--- config.mk ---
export PLATFORM = sky130hd
export DESIGN_NAME = chr_latch_bank_mapper_flat
export DESIGN_NICKNAME = d
export VERILOG_FILES = /design/src/rtl/core/clbm_pkg.sv /design/src/rtl/core/clbm_if.sv /design/src/rtl/core/chr_latch_bank_mapper.sv /design/src/rtl/core/clbm_decode.sv /design/src/flat_wrapper.sv
export SDC_FILE = /design/constraint.sdc
export NUM_CORES = 1
export LEC_CHECK = 0
export ABC_AREA = 1
export ABC_CLOCK_PERIOD_IN_PS = 2650
export BUFFER_PORTS_ARGS = -buffer_cell sky130_fd_sc_hd__clkbuf_2
export CAP_MARGIN = 15
export CORE_ASPECT_RATIO = 0.8
export CORE_UTILIZATION = 33
export DETAILED_ROUTE_END_ITERATION = 16
export HOLD_SLACK_MARGIN = 0.15
export PLACE_DENSITY = 0.47
export REMOVE_ABC_BUFFERS = 1
export SYNTH_ARGS = -nofsm -noshare
export SYNTH_HDL_FRONTEND = slang
export SYNTH_HIERARCHICAL = 1
export SYNTH_SLANG_ARGS = --single-unit
--- constraint.sdc ---
create_clock -name clk -period 2.65 [get_ports clk]
set_input_delay 0.1325 -clock clk [delete_from_list [all_inputs] [get_ports clk]]
set_output_delay 0.1325 -clock clk [all_outputs]
set_load 0.01 [all_outputs]
--- src/rtl/core/clbm_pkg.sv ---
// shared types and constants for the chr latch bank mapper
package clbm_pkg;

  // memory target of a translated access
  typedef enum logic [1:0] {
    SEL_NONE    = 2'd0,
    SEL_CHR     = 2'd1,
    SEL_PRG_RAM = 2'd2,
    SEL_PRG_ROM = 2'd3
  } mem_sel_t;

  // configuration register indexes
  typedef enum logic [1:0] {
    CFG_PRG_ROM_BANKS_LOG2 = 2'd0,
    CFG_CHR_SIZE_LOG2      = 2'd1,
    CFG_CHR_IS_RAM         = 2'd2,
    CFG_PRG_RAM_SIZE_LOG2  = 2'd3
  } cfg_idx_t;

  localparam int unsigned CFG_DATA_W = 5;

  // request kinds
  localparam logic REQ_READ  = 1'b0;
  localparam logic REQ_WRITE = 1'b1;

  // latch trigger addresses
  localparam logic [15:0] ADDR_LO_FD       = 16'h0FD8;
  localparam logic [15:0] ADDR_LO_FE       = 16'h0FE8;
  localparam logic [15:0] ADDR_HI_FD_FIRST = 16'h1FD8;
  localparam logic [15:0] ADDR_HI_FD_LAST  = 16'h1FDF;
  localparam logic [15:0] ADDR_HI_FE_FIRST = 16'h1FE8;
  localparam logic [15:0] ADDR_HI_FE_LAST  = 16'h1FEF;

  // register write windows, by top address nibble
  localparam logic [3:0] REG_PRG_BANK    = 4'hA;
  localparam logic [3:0] REG_CHR_FD_LOW  = 4'hB;
  localparam logic [3:0] REG_CHR_FE_LOW  = 4'hC;
  localparam logic [3:0] REG_CHR_FD_HIGH = 4'hD;
  localparam logic [3:0] REG_CHR_FE_HIGH = 4'hE;
  localparam logic [3:0] REG_MIRROR      = 4'hF;

  // clamps for oversized size settings
  localparam logic [2:0] PRG_ROM_LOG2_MAX = 3'd4;
  localparam logic [4:0] CHR_LOG2_MAX     = 5'd17;
  localparam logic [3:0] PRG_RAM_LOG2_MAX = 4'd13;

  typedef struct packed {
    logic [2:0] prg_rom_banks_log2;
    logic [4:0] chr_size_log2;
    logic       chr_is_ram;
    logic [3:0] prg_ram_size_log2;
  } cfg_t;

  typedef struct packed {
    logic [3:0] prg_bank;
    logic [4:0] chr_bank_fd_low;
    logic [4:0] chr_bank_fe_low;
    logic [4:0] chr_bank_fd_high;
    logic [4:0] chr_bank_fe_high;
    logic       mirror_bit;
    logic       latch_low_is_fe;
    logic       latch_high_is_fe;
  } bank_state_t;

  typedef struct packed {
    logic        req_type;
    logic [15:0] address;
    logic [7:0]  write_data;
  } req_t;

  typedef struct packed {
    mem_sel_t    mem_select;
    logic        mem_write;
    logic [16:0] mem_index;
    logic [7:0]  mem_write_data;
    logic [1:0]  mirror_code;
  } result_t;

endpackage

--- src/rtl/core/clbm_if.sv ---
// valid/ready channel interfaces for bus requests and translated results
interface clbm_in_if;
  logic        valid;
  logic        ready;
  logic        req_type;
  logic [15:0] address;
  logic [7:0]  write_data;

  modport source (output valid, output req_type, output address, output write_data,
                  input ready);
  modport sink (input valid, input req_type, input address, input write_data,
                output ready);
endinterface

interface clbm_out_if;
  import clbm_pkg::*;
  logic        valid;
  logic        ready;
  mem_sel_t    mem_select;
  logic        mem_write;
  logic [16:0] mem_index;
  logic [7:0]  mem_write_data;
  logic [1:0]  mirror_code;

  modport source (output valid, output mem_select, output mem_write, output mem_index,
                  output mem_write_data, output mirror_code, input ready);
  modport sink (input valid, input mem_select, input mem_write, input mem_index,
                input mem_write_data, input mirror_code, output ready);
endinterface

--- src/rtl/core/chr_latch_bank_mapper.sv ---
// top level of the chr latch bank mapper: request register, decode, result register
//
// Usage:
//   in_ch carries one bus access per transaction (req_type, address, write_data).
//   out_ch carries one translated result per transaction: memory target, write
//   flag, byte index, write byte and the current mirroring code.
//   cfg_we/cfg_index/cfg_wdata write the four size registers; write them only
//   while no access is in flight.
// Timing:
//   an access taken is held in the request register, decoded combinationally
//   and its result is registered in the result register. One access per cycle
//   is taken sustained while out_ch.ready stays high; the only loop is the bank
//   and latch registers, which are updated in the same cycle as the decode.
// Reset:
//   rst_n low clears both valid flags, zeroes the bank registers and mirroring,
//   sets both latches to FE and loads the default sizes.
// Back-pressure:
//   while out_ch.ready is low the result holds; the request register still
//   takes one more access, after which in_ch.ready drops until out_ch moves.
module chr_latch_bank_mapper (
  input  logic                 clk,
  input  logic                 rst_n,
  clbm_in_if.sink              in_ch,
  clbm_out_if.source           out_ch,
  input  logic                 cfg_we,
  input  clbm_pkg::cfg_idx_t   cfg_index,
  input  logic [clbm_pkg::CFG_DATA_W-1:0] cfg_wdata
);
  import clbm_pkg::*;

  cfg_t        cfg_r;
  bank_state_t st_r;
  bank_state_t st_nxt;
  req_t        s1_req_r;
  logic        s1_valid_r;
  result_t     res;
  result_t     out_r;
  logic        out_valid_r;
  logic        s1_adv;
  logic        s1_fire;
  logic        in_fire;

  // handshake control
  assign s1_adv       = !out_valid_r || out_ch.ready;
  assign s1_fire      = s1_valid_r && s1_adv;
  assign in_ch.ready  = !s1_valid_r || s1_adv;
  assign in_fire      = in_ch.valid && in_ch.ready;

  // configuration registers
  always_ff @(posedge clk) begin
    if (!rst_n) begin
      cfg_r.prg_rom_banks_log2 <= 3'd4;
      cfg_r.chr_size_log2      <= 5'd17;
      cfg_r.chr_is_ram         <= 1'b0;
      cfg_r.prg_ram_size_log2  <= 4'd13;
    end else if (cfg_we) begin
      case (cfg_index)
        CFG_PRG_ROM_BANKS_LOG2: cfg_r.prg_rom_banks_log2 <= cfg_wdata[2:0];
        CFG_CHR_SIZE_LOG2:      cfg_r.chr_size_log2      <= cfg_wdata[4:0];
        CFG_CHR_IS_RAM:         cfg_r.chr_is_ram         <= cfg_wdata[0];
        CFG_PRG_RAM_SIZE_LOG2:  cfg_r.prg_ram_size_log2  <= cfg_wdata[3:0];
        default:                cfg_r                    <= cfg_r;
      endcase
    end
  end

  // request register
  always_ff @(posedge clk) begin
    if (!rst_n) begin
      s1_valid_r <= 1'b0;
    end else if (in_ch.ready) begin
      s1_valid_r <= in_ch.valid;
    end
  end

  always_ff @(posedge clk) begin
    if (in_fire) begin
      s1_req_r.req_type   <= in_ch.req_type;
      s1_req_r.address    <= in_ch.address;
      s1_req_r.write_data <= in_ch.write_data;
    end
  end

  clbm_decode u_decode (
    .cfg    (cfg_r),
    .st     (st_r),
    .req    (s1_req_r),
    .res    (res),
    .st_nxt (st_nxt)
  );

  // bank, mirroring and latch state
  always_ff @(posedge clk) begin
    if (!rst_n) begin
      st_r <= '{prg_bank: 4'd0, chr_bank_fd_low: 5'd0, chr_bank_fe_low: 5'd0,
                chr_bank_fd_high: 5'd0, chr_bank_fe_high: 5'd0, mirror_bit: 1'b0,
                latch_low_is_fe: 1'b1, latch_high_is_fe: 1'b1};
    end else if (s1_fire) begin
      st_r <= st_nxt;
    end
  end

  // result register
  always_ff @(posedge clk) begin
    if (!rst_n) begin
      out_valid_r <= 1'b0;
    end else if (s1_adv) begin
      out_valid_r <= s1_valid_r;
    end
  end

  always_ff @(posedge clk) begin
    if (s1_fire) begin
      out_r <= res;
    end
  end

  assign out_ch.valid          = out_valid_r;
  assign out_ch.mem_select     = out_r.mem_select;
  assign out_ch.mem_write      = out_r.mem_write;
  assign out_ch.mem_index      = out_r.mem_index;
  assign out_ch.mem_write_data = out_r.mem_write_data;
  assign out_ch.mirror_code    = out_r.mirror_code;

  // unselected results carry a zero index
  a_none_zero_index: assert property (@(posedge clk) disable iff (!rst_n)
    (out_valid_r && out_r.mem_select == SEL_NONE) |-> out_r.mem_index == '0)
    else $error("unselected result with nonzero index");

  // only chr and prg ram are ever written
  a_write_target: assert property (@(posedge clk) disable iff (!rst_n)
    (out_valid_r && out_r.mem_write) |->
      (out_r.mem_select == SEL_CHR || out_r.mem_select == SEL_PRG_RAM))
    else $error("write flagged for a read-only target");

  // write accesses never move the latches
  a_latch_write: assert property (@(posedge clk) disable iff (!rst_n)
    (s1_fire && s1_req_r.req_type == REQ_WRITE) |=>
      ($stable(st_r.latch_low_is_fe) && $stable(st_r.latch_high_is_fe)))
    else $error("latch moved on a write access");

  // state only changes when a request leaves the request register
  a_state_hold: assert property (@(posedge clk) disable iff (!rst_n)
    !s1_fire |=> $stable(st_r))
    else $error("bank state changed without a transaction");

  // input stalls only when both stages are full and the output is blocked
  a_ready_cause: assert property (@(posedge clk) disable iff (!rst_n)
    !in_ch.ready |-> (s1_valid_r && out_valid_r && !out_ch.ready))
    else $error("input stalled without back-pressure");

endmodule

--- src/rtl/core/clbm_decode.sv ---
// address decode, bank translation and next bank/latch state for one access
module clbm_decode (
  input  clbm_pkg::cfg_t        cfg,
  input  clbm_pkg::bank_state_t st,
  input  clbm_pkg::req_t        req,
  output clbm_pkg::result_t     res,
  output clbm_pkg::bank_state_t st_nxt
);
  import clbm_pkg::*;

  logic [4:0]  chr_l;
  logic [3:0]  ram_l;
  logic [2:0]  rom_l;
  logic [16:0] chr_mask;
  logic [12:0] ram_mask;
  logic [3:0]  banks_m1;
  logic [4:0]  chr_bank;
  logic [3:0]  rom_bank;
  logic [15:0] addr;

  assign addr = req.address;

  // clamp size settings and build index masks
  assign chr_l    = (cfg.chr_size_log2 > CHR_LOG2_MAX) ? CHR_LOG2_MAX : cfg.chr_size_log2;
  assign ram_l    = (cfg.prg_ram_size_log2 > PRG_RAM_LOG2_MAX) ? PRG_RAM_LOG2_MAX
                                                               : cfg.prg_ram_size_log2;
  assign rom_l    = (cfg.prg_rom_banks_log2 > PRG_ROM_LOG2_MAX) ? PRG_ROM_LOG2_MAX
                                                                : cfg.prg_rom_banks_log2;
  assign chr_mask = ~(17'h1FFFF << chr_l);
  assign ram_mask = ~(13'h1FFF << ram_l);
  assign banks_m1 = 4'((5'd1 << rom_l) - 5'd1);

  // chr bank picked by the latch as it stands before this read
  always_comb begin
    if (!addr[12]) begin
      chr_bank = st.latch_low_is_fe ? st.chr_bank_fe_low : st.chr_bank_fd_low;
    end else begin
      chr_bank = st.latch_high_is_fe ? st.chr_bank_fe_high : st.chr_bank_fd_high;
    end
  end

  // prg rom bank: switchable window, then the last three banks wrapped to the count
  always_comb begin
    case (addr[14:13])
      2'b00:   rom_bank = st.prg_bank & banks_m1;
      2'b01:   rom_bank = (banks_m1 - 4'd2) & banks_m1;
      2'b10:   rom_bank = (banks_m1 - 4'd1) & banks_m1;
      default: rom_bank = banks_m1;
    endcase
  end

  // access decode and state update
  always_comb begin
    res.mem_select     = SEL_NONE;
    res.mem_write      = 1'b0;
    res.mem_index      = '0;
    res.mem_write_data = '0;
    st_nxt             = st;
    if (addr[15:13] == 3'b000) begin
      if (req.req_type == REQ_WRITE) begin
        if (cfg.chr_is_ram) begin
          res.mem_select     = SEL_CHR;
          res.mem_write      = 1'b1;
          res.mem_index      = {4'd0, addr[12:0]} & chr_mask;
          res.mem_write_data = req.write_data;
        end
      end else begin
        res.mem_select = SEL_CHR;
        res.mem_index  = {chr_bank, addr[11:0]} & chr_mask;
        if (addr == ADDR_LO_FD) begin
          st_nxt.latch_low_is_fe = 1'b0;
        end else if (addr == ADDR_LO_FE) begin
          st_nxt.latch_low_is_fe = 1'b1;
        end else if (addr inside {[ADDR_HI_FD_FIRST:ADDR_HI_FD_LAST]}) begin
          st_nxt.latch_high_is_fe = 1'b0;
        end else if (addr inside {[ADDR_HI_FE_FIRST:ADDR_HI_FE_LAST]}) begin
          st_nxt.latch_high_is_fe = 1'b1;
        end
      end
    end else if (addr[15:13] == 3'b011) begin
      res.mem_select = SEL_PRG_RAM;
      res.mem_index  = {4'd0, addr[12:0] & ram_mask};
      if (req.req_type == REQ_WRITE) begin
        res.mem_write      = 1'b1;
        res.mem_write_data = req.write_data;
      end
    end else if (addr[15]) begin
      if (req.req_type == REQ_WRITE) begin
        case (addr[15:12])
          REG_PRG_BANK:    st_nxt.prg_bank         = req.write_data[3:0];
          REG_CHR_FD_LOW:  st_nxt.chr_bank_fd_low  = req.write_data[4:0];
          REG_CHR_FE_LOW:  st_nxt.chr_bank_fe_low  = req.write_data[4:0];
          REG_CHR_FD_HIGH: st_nxt.chr_bank_fd_high = req.write_data[4:0];
          REG_CHR_FE_HIGH: st_nxt.chr_bank_fe_high = req.write_data[4:0];
          REG_MIRROR:      st_nxt.mirror_bit       = req.write_data[0];
          default:         st_nxt.prg_bank         = st.prg_bank;
        endcase
      end else begin
        res.mem_select = SEL_PRG_ROM;
        res.mem_index  = {rom_bank, addr[12:0]};
      end
    end
    res.mirror_code = {1'b1, st_nxt.mirror_bit};
  end

endmodule
--- src/flat_wrapper.sv ---
// flat-port wrapper written by rule: the top's interface ports become plain ports
module chr_latch_bank_mapper_flat import clbm_pkg::*;
  (clk, rst_n, cfg_we, cfg_index, cfg_wdata, in_ch_valid, in_ch_req_type, in_ch_address, in_ch_write_data, in_ch_ready, out_ch_valid, out_ch_mem_select, out_ch_mem_write, out_ch_mem_index, out_ch_mem_write_data, out_ch_mirror_code, out_ch_ready);
  clbm_in_if in_ch_i ();
  clbm_out_if out_ch_i ();
  input  logic clk;
  input  logic rst_n;
  input  logic cfg_we;
  input  clbm_pkg::cfg_idx_t cfg_index;
  input  logic [clbm_pkg::CFG_DATA_W-1:0] cfg_wdata;
  input wire logic [$bits(in_ch_i.valid)-1:0] in_ch_valid;
  input wire logic [$bits(in_ch_i.req_type)-1:0] in_ch_req_type;
  input wire logic [$bits(in_ch_i.address)-1:0] in_ch_address;
  input wire logic [$bits(in_ch_i.write_data)-1:0] in_ch_write_data;
  output wire logic [$bits(in_ch_i.ready)-1:0] in_ch_ready;
  output wire logic [$bits(out_ch_i.valid)-1:0] out_ch_valid;
  output wire logic [$bits(out_ch_i.mem_select)-1:0] out_ch_mem_select;
  output wire logic [$bits(out_ch_i.mem_write)-1:0] out_ch_mem_write;
  output wire logic [$bits(out_ch_i.mem_index)-1:0] out_ch_mem_index;
  output wire logic [$bits(out_ch_i.mem_write_data)-1:0] out_ch_mem_write_data;
  output wire logic [$bits(out_ch_i.mirror_code)-1:0] out_ch_mirror_code;
  input wire logic [$bits(out_ch_i.ready)-1:0] out_ch_ready;
  assign in_ch_i.valid = in_ch_valid;
  assign in_ch_i.req_type = in_ch_req_type;
  assign in_ch_i.address = in_ch_address;
  assign in_ch_i.write_data = in_ch_write_data;
  assign in_ch_ready = in_ch_i.ready;
  assign out_ch_valid = out_ch_i.valid;
  assign out_ch_mem_select = out_ch_i.mem_select;
  assign out_ch_mem_write = out_ch_i.mem_write;
  assign out_ch_mem_index = out_ch_i.mem_index;
  assign out_ch_mem_write_data = out_ch_i.mem_write_data;
  assign out_ch_mirror_code = out_ch_i.mirror_code;
  assign out_ch_i.ready = out_ch_ready;
  chr_latch_bank_mapper u_core (.clk(clk), .rst_n(rst_n), .in_ch(in_ch_i), .out_ch(out_ch_i), .cfg_we(cfg_we), .cfg_index(cfg_index), .cfg_wdata(cfg_wdata));
endmodule
==> metrics.cfg, run 1 <==
[outcome]
status = finished, final reports clean

[drt]
wire_per_inst_um = 14.8
drc = 0
ant_nets = 0
via_count = 4518
drt-vias-per-instance = 4.75
drt_iter0_markers = 315
finalWirelength_mm = 14.1
drtPass1Iterations = 5

[floorplan]
initial_utilization_pct = 34.2
die_x_um = 142
pin_count = 69
core_area_um2 = 15200
die_y_um = 114
rows = 40
die_area_um2 = 16200

[finish]
fin_nets = 780
multi_input_area_um2 = 2170
diodes = 0
seq_area_um2 = 2490
nFillCells = 1579
syn2layout_area_growth_pct = 20.7
final_util_pct = 41.3
drive_gt1_share_pct = 17.5

[grt]
grt_overflow = 0
antenna_found_initial = 0
grt_pass1_vias = 4125
grt_pass1_wl_mm = 22.0
grt_max_degree = 54
grt_usage_pct = 18.1

[sta]
tightestPinTransition_ns = 0.752
hold_violations = 0
finalCritPeriodShare_pct = 86.9
drv_slew = 0
period_minus_slack_ns = 2.30
rsz0062_at_grt = false
final-setup-viol-count = 0
clock_skew_ns = 0.00963
max_slew_margin_pct = 49.9
fmax_mhz = 434

[synth]
syn_avg_cell_area_um2 = 8.09
async_reset_ff_share_pct = 0
yosysTopAreaCellShare_pct = 31.9
synth_edf_count = 55
synthTopCellsByArea = edfxtp_1, dfxtp_1, nand2_1
synthFlopType = edfxtp_1
synth.top_cells.by_count = nand2_1, nor2_1, inv_1, edfxtp_1, a21oi_1
synth_cell_types = 35
syn_inst = 641
seq_area_frac_synth_pct = 48.1
netlist_area_um2 = 5180
yosys_warnings = 6
ys_ff_latch = 97
yosys.area.top_type = edfxtp_1
yosysMostFrequentCell = nand2_1

[min_path]
holdCritPathClass = input pin to register

[placed_design]
port_buffers = 68
gp_congestion = 0.845
hpwlAfterDp_mm = 9.99

[critical_path]
arrival_ns = 2.53
cp.required_ns = 2.87
path_max_fanout = 7
end_kind = register
cp-start-kind = register
path_class = register to register

[run]
cap_violations = 0

[clock_tree]
clock_sinks = 97
root_buffer = clkbuf_16
clk_latency_ns = 0.35
htree_levels = 3
clk_path_buf_depth = 2
postCtsSetupBuffers = 0
cts_tree = done
clk_pin_slew_worst_paths_ns = 0.07
cts_buffers = 9

[pwr]
peakVddDrop_mv = 0.251
powerDensity_nw_per_um2 = 550
leakage_nw = 2.72
power.total_mw = 3.44

what timing repair did:
item / in CTS / in global routing
hold endpoints to repair: 40 / 0
resized for setup: 0 / 0
hold buffers: 34 / 0
worst paths after layout:
path,from,to,slack [ns],cells past startpoint
setup / recovery,u_core/s1_req_r[21]$_DFFE_PP_,u_core/out_ch.mem_index[8]$_DFFE_PP_,0.35,10
hold reg to reg,u_core/st_r[24]$_SDFFE_PN0P_,u_core/st_r[24]$_SDFFE_PN0P_,0.48,2
setup reg to reg,u_core/s1_req_r[21]$_DFFE_PP_,u_core/out_ch.mem_index[8]$_DFFE_PP_,0.35,10
hold / removal,cfg_index[0],u_core/cfg_r[2]$_SDFFE_PN1P_,0.17,3
sequential cells by signal, indices dropped and copies added, names as in the netlist:
signal / cells
u_core/cfg_r: 13
u_core/st_r: 27
u_core/out_ch.mem_write: 1
u_core/s1_valid_r: 1
u_core/out_ch.mem_write_data: 8
u_core/s1_req_r: 25
u_core/out_ch.mirror_code: 2
u_core/out_ch.valid: 1
u_core/out_ch.mem_select: 2
u_core/out_ch.mem_index: 17
critical path: stages (launching register included):
cell      delay (ns)
edfxtp_1        0.53
inv_1           0.31
ha_1            0.26
inv_1           0.08
nor2_1          0.29
nand2_1         0.18
nor2_1          0.20
o21ai_0         0.14
nand3_1         0.10
nand2_1         0.06
inv_1           0.04
per-stage QoR:
stage	setup TNS [ns]	hold WS [ns]	cells	worst slack (ns)	area [um^2]
5_1_grt	0	0.188	951	0.173	6260
3_5_place_dp	0	0.311	901	0.414	5650
4_1_cts	0	0.150	951	0.382	6260
3_3_place_gp	0	0.311	901	0.551	5650
6_report	0	0.174	951	0.348	6260
2_1_floorplan	-3.57	0.217	616	-0.119	4990
report_power, final:
group / leakage (nW) / internal [mW] / total (mW) / switching [mW]
Sequential: 0.882 / 1.68 / 1.76 / 0.0776
Clock: 0.123 / 0.634 / 1.20 / 0.565
Combinational: 1.72 / 0.187 / 0.483 / 0.296
Total: 2.72 / 2.50 / 3.44 / 0.939
area by class of cell:
cell class,count,share of cell area (%)
inverter,89,5.34
multi-input combinational,430,34.7
tap,210,4.20
clock buffer,11,3.72
sequential,97,39.9
clock inverter,5,0.520
timing repair buffer,109,11.7
kinds of logic (layout without fill, tap and decap cells):
group	count (synthesis)	after routing	synth area share, %
other	1	1	0.0723
and+or+nand+nor	317	317	29.1
DFF	97	97	48.1
AOI/OAI and AO/OA	105	105	11.0
adders and majority gates	7	7	1.69
buffers and inverters	114	214	10.1
routing by layer:
metal	global-route usage, %	wire length, um	up-vias	share of wire, %
met5	0	0	-	0
met4	5.16	154	0	1.1
met3	4.18	852	13	6.1
met2	24.8	5430	128	39
met1	27.8	7650	2088	54
li1	-	-	2289	-
placed cells by master (no fill, tap or decap), types with 2 or more instances in the layout:
| cell | synthesis | layout |
|---|---|---|
| nor3_1 | 3 | 3 |
| edfxtp_1 | 55 | 55 |
| dfxtp_1 | 42 | 41 |
| clkbuf_2 | 0 | 68 |
| clkinvlp_4 | 0 | 2 |
| o211ai_1 | 2 | 2 |
| nand3_1 | 43 | 43 |
| inv_2 | 5 | 5 |
| a31oi_1 | 14 | 14 |
| nand4_1 | 7 | 7 |
| nor2_1 | 95 | 95 |
| dlygate4sd3_1 | 0 | 34 |
| buf_4 | 8 | 7 |
| nor2_2 | 3 | 3 |
| o21ai_1 | 2 | 2 |
| ha_1 | 7 | 7 |
| nor3_4 | 3 | 3 |
| nand3_2 | 25 | 25 |
| o21ai_0 | 35 | 35 |
| clkbuf_16 | 0 | 9 |
| clkbuf_1 | 2 | 2 |
| nand2_1 | 132 | 132 |
| a21oi_1 | 45 | 45 |
| o2111ai_1 | 3 | 3 |
| inv_1 | 84 | 84 |
Note: power is estimated with default switching activity, not from simulation.
==> run 2: changes to the inputs <==
ABC_CLOCK_PERIOD_IN_PS = 2780   (was 2650)
clock period = 2.78 ns   (was 2.65 ns; I/O delays follow)
==> run 2 against run 1 <==
Compared with the run above: wire length about the same; total power decreased by 3.7%; sequential share of layout area about the same; count of clock-buffer cells in the layout unchanged; first-iteration DRC count increased by 24%.
==> metrics.cfg, run 2 (same netlist as run 1, synthesis figures left out) <==
[critical_path]
critical-path-max-stage-delay_ns = 0.52  ; about the same
path_max_fanout = 7  ; unchanged
worst-path-buf-inv = 2  ; -1
end_kind = register
path_class = register to register
worstPathCellList = inv_1, ha_1, inv_1, nor2_1, nand2_1, nor2_1, nor2_1, a21oi_1
critPathMostFrequentCell = nor2_1
arrival_ns = 2.63  ; +0.10 ns
path_delay_family = simple AND/OR/NAND/NOR gates
cp-start-kind = register
critical_path.slowest_cell = edfxtp_1
cp.required_ns = 2.96  ; +0.09 ns

[finish]
nFillCells = 1606  ; +1.7%
stdcell_count = 950  ; -0.11%
final_common_cell = nand2_1
syn2layout_area_growth_pct = 20.8  ; about the same
final_util_pct = 41.3  ; about the same
multi_input_area_um2 = 2170  ; unchanged
drive_gt1_share_pct = 17.7  ; +0.16 points
largest-register = u_core/st_r
diodes = 0  ; unchanged
mostFrequentLayoutCells = nand2_1, nor2_1, inv_1, clkbuf_2, edfxtp_1
fin_nets = 779  ; -0.13%
seq_area_um2 = 2490  ; unchanged
largest_reg_flops = 27  ; unchanged

[drt]
drtPass1Iterations = 4  ; -1
ant_nets = 0  ; unchanged
drt_iter0_markers = 391  ; +24%
finalWirelength_mm = 14.1  ; about the same
drc = 0  ; unchanged
wire_per_inst_um = 14.8  ; +0.15%
drt-vias-per-instance = 4.79  ; +0.81%
via_count = 4550  ; +0.71%

[floorplan]
core_area_um2 = 15200  ; unchanged
rows = 40  ; unchanged
initial_utilization_pct = 34.2  ; unchanged
pin_count = 69  ; unchanged
die_y_um = 114  ; unchanged
die_area_um2 = 16200  ; unchanged
die_x_um = 142  ; unchanged

[clock_tree]
ctsResizeCount = 0  ; unchanged
clock_sinks = 97  ; unchanged
postCtsHoldBufs = 34  ; unchanged
clk_latency_ns = 0.35  ; about the same
cts_buffers = 9  ; unchanged
htree_levels = 3  ; unchanged
clk_pin_slew_worst_paths_ns = 0.07  ; about the same
root_buffer = clkbuf_16
clk_path_buf_depth = 2  ; unchanged
postCtsSetupBuffers = 0  ; unchanged
cts_tree = done

[pwr]
power.total_mw = 3.32  ; -3.7%
pwr-share-comb_pct = 13.8  ; -0.2 points
peakVddDrop_mv = 0.257  ; +2.2%
intPower_mw = 2.41  ; -3.9%
seq_power_share_pct = 50.6  ; -0.6 points
powerDensity_nw_per_um2 = 530  ; -3.7%
switchingPower_mw = 0.910  ; -3.1%
pwr-share-clk_pct = 35.6  ; +0.8 points
leakage_nw = 2.73  ; +0.24%
swShare_pct = 27.4  ; +0.17 points

[grt]
grt_pass1_vias = 4144  ; +0.46%
antenna_found_initial = 0  ; unchanged
grt_usage_pct = 18.1  ; +0.043 points
grt_overflow = 0  ; unchanged
grt_max_degree = 54  ; unchanged
grt_pass1_wl_mm = 22.3  ; +1.1%

[sta]
period_minus_slack_ns = 2.45  ; +0.145 ns
final.setup.tns_ns = 0  ; unchanged
clock_skew_ns = 0.00373  ; -0.00590 ns
max_slew_margin_pct = 53.8  ; +3.9 points
fmax_mhz = 409  ; -5.9%
drv_slew = 0  ; unchanged
finalCritPeriodShare_pct = 88.0  ; +1.2 points
hold_violations = 0  ; unchanged
final-setup-viol-count = 0  ; unchanged
tightestPinTransition_ns = 0.693  ; -0.0584 ns
hold_slack_ns = 0.190  ; +0.0161 ns
rsz0062_at_grt = false

[min_path]
holdCritPathClass = input pin to register

[placed_design]
gp_congestion = 0.851  ; +0.71%
hpwlAfterDp_mm = 10.1  ; +1.0%
place_inst = 900  ; -0.11%
port_buffers = 68  ; unchanged

[outcome]
status = finished, final reports clean

[run]
cap_violations = 0  ; unchanged

-- run 2: cell types whose count changed in the layout (fill, tap and decap cells not counted) --
cell	previous run	this run
clkinv_2	1	0
clkbuf_1	2	1
clkinv_4	1	2
inv_4	0	1
clkinv_1	1	0
inv_6	0	1
clkbuf_4	0	1
buf_4	7	6
clkinvlp_4	2	1
-- run 2: worst paths after layout --
kind	start	depth (start not counted)	slack (ns)	to
worst max-delay path	u_core/s1_req_r[21]$_DFFE_PP_	8	0.33	u_core/out_ch.mem_index[5]$_DFFE_PP_
worst min-delay path	cfg_index[0]	3	0.19	u_core/cfg_r[2]$_SDFFE_PN1P_
worst min register to register	u_core/st_r[11]$_SDFFE_PN0P_	2	0.48	u_core/st_r[11]$_SDFFE_PN0P_
worst max register to register	u_core/s1_req_r[21]$_DFFE_PP_	8	0.33	u_core/out_ch.mem_index[5]$_DFFE_PP_
-- run 2: layer usage --
metal / global-route usage (%) / wire, um / vias up
li1: - / - / 2297
met1: 28.2 / 7600 / 2110
met2: 25.0 / 5520 / 132
met3: 4.02 / 846 / 11
met4: 4.37 / 119 / 0
met5: 0 / 0 / -
-- run 2: layout make-up --
type | instances | area share [%]
flip-flops and latches | 97 | 39.8
clock buffers | 11 | 3.78
well taps | 210 | 4.20
clock inverters | 5 | 0.639
inverters | 89 | 5.34
multi-input cells | 430 | 34.6
repair buffers | 108 | 11.6
-- run 2: tightest hold or removal path, delay by kind of cell --
family                 cells  cell delay, ns
AND/OR/NAND/NOR            2            0.19
buffers and inverters      1            0.15
-- run 2: power groups by stage --
stage          Combinational [mW]  Sequential, mW  Clock (mW)
2_1_floorplan               0.253            1.71           0
3_3_place_gp                0.415            1.71           0
3_5_place_dp                0.419            1.71           0
4_1_cts                     0.459            1.68        1.22
5_1_grt                     0.517            1.69        1.27
6_report                    0.458            1.68        1.18
-- run 2: metrics by stage --
step	instance area (um^2)	setup WS, ns
after CTS	6260	0.389
after detailed placement	5640	0.419
after global placement	5640	0.450
after global routing	6260	0.183
after floorplan	4990	0.0110
final	6260	0.333
